### config.mk
export PLATFORM = sky130hd
export DESIGN_NAME = plfa_ctrl
export DESIGN_NICKNAME = d
export VERILOG_FILES = /design/src/hw/rtl/plfa_pkg.sv /design/src/hw/rtl/plfa_ctrl.sv
export VERILOG_INCLUDE_DIRS = /design/src /design/src/hw/rtl
export SDC_FILE = /design/constraint.sdc
export NUM_CORES = 1
export LEC_CHECK = 0
export ABC_CLOCK_PERIOD_IN_PS = 1900
export BUFFER_PORTS_ARGS = -buffer_cell sky130_fd_sc_hd__clkbuf_2
export CAP_MARGIN = 20
export CORE_AREA = 2 2 39 41
export DETAILED_ROUTE_END_ITERATION = 10
export DIE_AREA = 0 0 41 43
export PLACE_DENSITY = 0.7
export SYNTH_ARGS = -nofsm -noshare
export SYNTH_HDL_FRONTEND = slang
export SYNTH_SLANG_ARGS = --single-unit
### constraint.sdc
create_clock -name clk -period 1.9 [get_ports clk]
set_clock_uncertainty 0.15 [all_clocks]
set_input_delay 0.38 -clock clk [delete_from_list [all_inputs] [get_ports clk]]
set_output_delay 0.38 -clock clk [all_outputs]
set_load 0.03 [all_outputs]
### src/hw/rtl/pool_free_list_allocator_assert.svh
// ----------------------------------------------------------------------------
// Pool free-list allocator assertion macros
// Clocked on clk, disabled while rst is high.
// ----------------------------------------------------------------------------
`ifndef POOL_FREE_LIST_ALLOCATOR_ASSERT_SVH
`define POOL_FREE_LIST_ALLOCATOR_ASSERT_SVH

`ifndef SYNTHESIS

// expr holds at every edge
`define PLFA_ASSERT_ALWAYS(label, expr, msg) \
  label: assert property (@(posedge clk) disable iff (rst) (expr)) else $error(msg);

// cons holds in the same cycle as ante
`define PLFA_ASSERT_IMPL(label, ante, cons, msg) \
  label: assert property (@(posedge clk) disable iff (rst) (ante) |-> (cons)) else $error(msg);

// cons holds in the cycle after ante
`define PLFA_ASSERT_NEXT(label, ante, cons, msg) \
  label: assert property (@(posedge clk) disable iff (rst) (ante) |=> (cons)) else $error(msg);

`else

`define PLFA_ASSERT_ALWAYS(label, expr, msg)
`define PLFA_ASSERT_IMPL(label, ante, cons, msg)
`define PLFA_ASSERT_NEXT(label, ante, cons, msg)

`endif

`endif

### src/hw/rtl/plfa_pkg.sv
// ----------------------------------------------------------------------------
// plfa_pkg
// Shared widths, codes and controller/datapath interface types.
// ----------------------------------------------------------------------------
package plfa_pkg;

  localparam int ADDR_W      = 14;
  localparam int CHUNK_W     = 13;
  localparam int RSV_W       = 3;
  localparam int CFG_W       = CHUNK_W;
  localparam int CFG_IDX_W   = 1;
  localparam int STATUS_W    = 2;
  localparam int STACK_DEPTH = 1024;
  localparam int STACK_IDX_W = $clog2(STACK_DEPTH);
  localparam int SP_W        = STACK_IDX_W + 1;

  localparam int BLOCK_BYTES_DEF     = 4096;
  localparam int MAX_BLOCKS_DEF      = 4;
  localparam int MIN_CHUNK_BYTES_DEF = 16;

  localparam logic [CHUNK_W-1:0] CHUNK_RESET = CHUNK_W'(16);

  localparam logic [CFG_IDX_W-1:0] REG_CHUNK_BYTES     = 1'b0;
  localparam logic [CFG_IDX_W-1:0] REG_RESERVED_BLOCKS = 1'b1;

  localparam logic OP_ALLOC = 1'b0;
  localparam logic OP_FREE  = 1'b1;

  localparam logic [STATUS_W-1:0] ST_OK   = 2'd0;
  localparam logic [STATUS_W-1:0] ST_OOM  = 2'd1;
  localparam logic [STATUS_W-1:0] ST_FULL = 2'd2;

  typedef struct packed {
    logic load_in;
    logic start;
    logic rsv_dec;
    logic block_start;
    logic carve_step;
    logic block_done;
    logic do_free;
    logic do_pop;
    logic set_fail;
    logic out_load;
  } plfa_cmd_t;

  typedef struct packed {
    logic started;
    logic op;
    logic rsv_zero;
    logic all_carved;
    logic stack_empty;
    logic carve_more;
    logic out_free;
  } plfa_stat_t;

endpackage

### src/hw/rtl/plfa_ctrl.sv
// ----------------------------------------------------------------------------
// plfa_ctrl
// Controller: sequences reserve carving, refill carving, push, pop and
// result hand-off.
// ----------------------------------------------------------------------------
`include "pool_free_list_allocator_assert.svh"

module plfa_ctrl (
  input  logic                 clk,
  input  logic                 rst,
  input  logic                 in_valid,
  output logic                 in_stall,
  input  plfa_pkg::plfa_stat_t st,
  output plfa_pkg::plfa_cmd_t  cmd
);
  import plfa_pkg::*;

  typedef enum logic [5:0] {
    S_IDLE      = 6'b000001,
    S_RSV       = 6'b000010,
    S_CARVE_RSV = 6'b000100,
    S_CARVE_OP  = 6'b001000,
    S_OP        = 6'b010000,
    S_OUT       = 6'b100000
  } state_t;

  state_t state;
  state_t state_next;
  logic   accept;

  assign in_stall = !((state == S_IDLE) || ((state == S_OUT) && st.out_free));
  assign accept   = in_valid && !in_stall;

  always_comb begin
    cmd        = '0;
    state_next = state;
    unique case (state)
      S_IDLE: begin
        if (accept) begin
          cmd.load_in = 1'b1;
          if (!st.started) begin
            cmd.start  = 1'b1;
            state_next = S_RSV;
          end else begin
            state_next = S_OP;
          end
        end
      end
      S_RSV: begin
        if (st.rsv_zero || st.all_carved) begin
          state_next = S_OP;
        end else begin
          cmd.block_start = 1'b1;
          cmd.rsv_dec     = 1'b1;
          state_next      = S_CARVE_RSV;
        end
      end
      S_CARVE_RSV, S_CARVE_OP: begin
        if (st.carve_more) begin
          cmd.carve_step = 1'b1;
        end else begin
          cmd.block_done = 1'b1;
          state_next     = (state == S_CARVE_RSV) ? S_RSV : S_OP;
        end
      end
      S_OP: begin
        priority if (st.op == OP_FREE) begin
          cmd.do_free = 1'b1;
          state_next  = S_OUT;
        end else if (!st.stack_empty) begin
          cmd.do_pop = 1'b1;
          state_next = S_OUT;
        end else if (!st.all_carved) begin
          // refill from the next unused block, then retry
          cmd.block_start = 1'b1;
          state_next      = S_CARVE_OP;
        end else begin
          cmd.set_fail = 1'b1;
          state_next   = S_OUT;
        end
      end
      S_OUT: begin
        if (st.out_free) begin
          cmd.out_load = 1'b1;
          if (accept) begin
            cmd.load_in = 1'b1;
            state_next  = S_OP;
          end else begin
            state_next = S_IDLE;
          end
        end
      end
      default: state_next = S_IDLE;
    endcase
  end

  always_ff @(posedge clk) begin
    if (rst) begin
      state <= S_IDLE;
    end else begin
      state <= state_next;
    end
  end

  `PLFA_ASSERT_NEXT(a_accept_dispatch, accept, state == S_OP || state == S_RSV, "accepted word not dispatched")
  `PLFA_ASSERT_IMPL(a_out_load_free, cmd.out_load, st.out_free, "result loaded over pending word")
  `PLFA_ASSERT_IMPL(a_start_once, cmd.start, !st.started, "reserve carved twice")

endmodule

==> summary.md <==
| Metric | Value |
|---|---|
| Final hold vios | `0` |
| Worst Hold Depth | `2` |
| First-pass GRT wire length | `3.332 mm` |
| Starting Density | `0.3779` |
| Status | `complete, but fails checks` |
| Worst slew pin tran | `0.4294 ns` |
| Post-synth EDFFs | `0` |
| Vias in the first global route | `767` |
| Critical path arrival | `1.86 ns` |
| CTS root buf | `clkbuf_4` |
| Failing checks | `setup timing` |
| Iter 0 DRT Violations | `10` |
| Synth warnings | `0` |
| Clk_lat worst skew | `0.24 ns` |
| Initial antenna violation count | `0` |
| Worst VDD drop | `1027 µV` |
| Drt drc | `0` |
| Setup CP Type | `register to primary output` |
| Core area | `1384 µm²` |
| Synth top area share | `0.2297` |
| Core Util, Final | `0.8282` |
| Port Buffers | `20` |
| Slew headroom | `0.7101` |
| Worst setup margin | `-0.4858 ns` |
| Top post-synthesis cells by area | `dfxtp_1 (23%), nor2_1 (5.7%), nand2_1 (5.0%)` |
| Top reg by flops | `state` |
| Wire length per cell | `15.50 µm` |
| Post-Synthesis Cells | `70` |
| Setup Viol. Count Final | `16` |
| Hold Crit Class | `primary input to register` |
| Share of cells above drive strength 1 | `0.7059` |
| Cell Area, Synth | `523.0 µm²` |
| Fin nets | `131` |
| Antenna diodes | `0` |
| FF+latch count, synth | `6` |
| H-tree Lvls | `1` |
| Ys flop type | `dfxtp_1` |
| RSZ-0062 raised after global routing | `true` |
| First-pass DRT Iterations | `4` |
| Worst reg-to-reg setup slack | `-0.31 ns` |
| Final Slew Violations | `0` |
| Final hold slack | `0.2015 ns` |
| CTS max path bufs | `2` |
| Placer congestion estimate | `0.8181` |
| Global-route usage over all layers | `0.2754` |
| Routed WL | `2.092 mm` |
| Reg-to-Reg Start | `state[0]` |
| Hold Startpoint | `rst` |
| Largest net degree at the start of global routing | `9` |
| Syn_nets | `80` |
| Hold buffer count at CTS | `0` |
| Fillers | `79` |
| Max reg flops | `6` |
| Most frequent cells in the layout | `buf_4 (24), clkbuf_2 (9), nor2_1 (7), buf_6 (7)` |
| Post-synthesis async set-or-reset flop share | `0` |
| Congestion Overflow GR | `0` |
| Post-DRT Antenna Nets | `0` |
| Syn avg cell area | `7.471 µm²` |
| Seq/Total Area, Yosys | `0.2297` |
| Count of cell types in the netlist | `35` |
| Die W | `41 µm` |
| Final min period | `2.386 ns` |
| I/O pins | `21` |
| Final period utilization | `1.256` |
| Leak | `0.5225 nW` |
| Peak Freq | `419.1 MHz` |
| Die footprint | `1763 µm²` |
| CP max FO | `4` |
| DR vias | `738` |
| Number of max-cap violations | `0` |
| FF-to-FF End | `state[1]` |
| Clk slew on worst S/H paths | `0.04 ns` |
| Setup crit end kind | `primary output` |
| Power per cell area | `1087 nW/µm²` |
| Commonest non-fill, non-tap cell in the layout | `buf_4` |
| Die extent in y | `43 µm` |
| Top Registers | `state x6` |
| DP Wirelength | `1.254 mm` |
| Worst Reg-to-Reg Cells | `7` |
| Worst Path Required | `1.37 ns` |
| CTS Sinks | `6` |
| Hold endpoint | `state[2]` |
| # rows | `14` |
| Vias/cell | `5.467` |
| CTS tree | `built` |
| Setup crit start kind | `register` |
| Layout area overhead | `119.1%` |
| Synth area leader | `dfxtp_1` |
| Inserted Clock Buffers | `3` |
[stage by stage]
stage / instances / setup slack, ns / TNS (ns) / power (W) / area (µm²)
floorplan: 70 / -0.3642 / -1.455 / 0.0005915 / 600.6
global placement: 121 / -0.2877 / -2.390 / 0.0008085 / 838.3
detailed placement: 121 / -0.3136 / -2.572 / 0.0008175 / 838.3
CTS: 132 / -0.5000 / -4.368 / 0.001174 / 1101
global route: 135 / -0.5353 / -5.802 / 0.001324 / 1146
finish: 135 / -0.4858 / -4.680 / 0.001246 / 1146
[worst max-delay path by stage]
stage | slack (ns) | cells after the start | to | start
floorplan | -0.36 | 4 | cmd[1] | state[0]
global route | -0.54 | 4 | cmd[2] | state[0]
global placement | -0.29 | 4 | cmd[1] | state[1]
finish | -0.49 | 5 | cmd[6] | state[0]
CTS | -0.50 | 4 | cmd[1] | state[1]
detailed placement | -0.31 | 4 | cmd[1] | state[1]
[worst max-delay path, stage by stage, from the launching register on]
cell	delay [ns]
dfxtp_2	0.33
or4b_4	0.54
or3_4	0.34
nand2b_4	0.18
o21ai_4	0.08
buf_8	0.13
[Yosys cell counts, types with 2 or more instances]
master and number:
nor2_1 8, nand2_1 7, dfxtp_1 6, a21oi_1 4, nor3_1 4, clkbuf_1 3
a211oi_1 2, inv_1 2, nand2b_1 2, nand3_1 2, nor3b_2 2, nor4b_1 2
or3_1 2, or3b_1 2, or4b_1 2
[routing by layer]
layer  global-route usage  wire (µm)  part of all wire  up-vias
li1                     -          -                 -      364
met3              0.05759         70             0.033        4
met2               0.4875       1171              0.56       21
met1               0.2806        802              0.38      349
met4               0.1333         47             0.022        0
met5                    0          0                 0        -
[power by group]
group	total, W	internal [W]	switching (W)
clock network	0.000117	0.0000714	0.0000458
logic	0.000932	0.000498	0.000434
registers	0.000197	0.000158	0.0000387
[kinds of logic (layout without fill, tap and decap cells)]
family | after synthesis | after routing | synth area share
AND/OR/NAND/NOR | 43 | 43 | 0.5096
AO/OA/AOI/OAI | 12 | 12 | 0.1507
flip-flops | 6 | 6 | 0.2297
buffers and inverters | 6 | 55 | 0.05742
XOR/XNOR | 2 | 2 | 0.03350
multiplexers | 1 | 1 | 0.01914
[what timing repair did]
item                       in CTS  in global routing
buffers inserted                8                  3
setup endpoints to repair      17                 17
gates resized for setup        42                  9
pin swaps                       7                  5
[area by class of cell]
cell class                 count  area [µm²]  area share
clock buffer                   3       22.52     0.01965
tap                           16       20.02     0.01747
sequential                     6       123.9      0.1081
timing repair buffer          50       446.7      0.3897
multi-input combinational     58       520.5      0.4541
inverter                       2       12.51     0.01092
(Power assumes the default switching activity.)
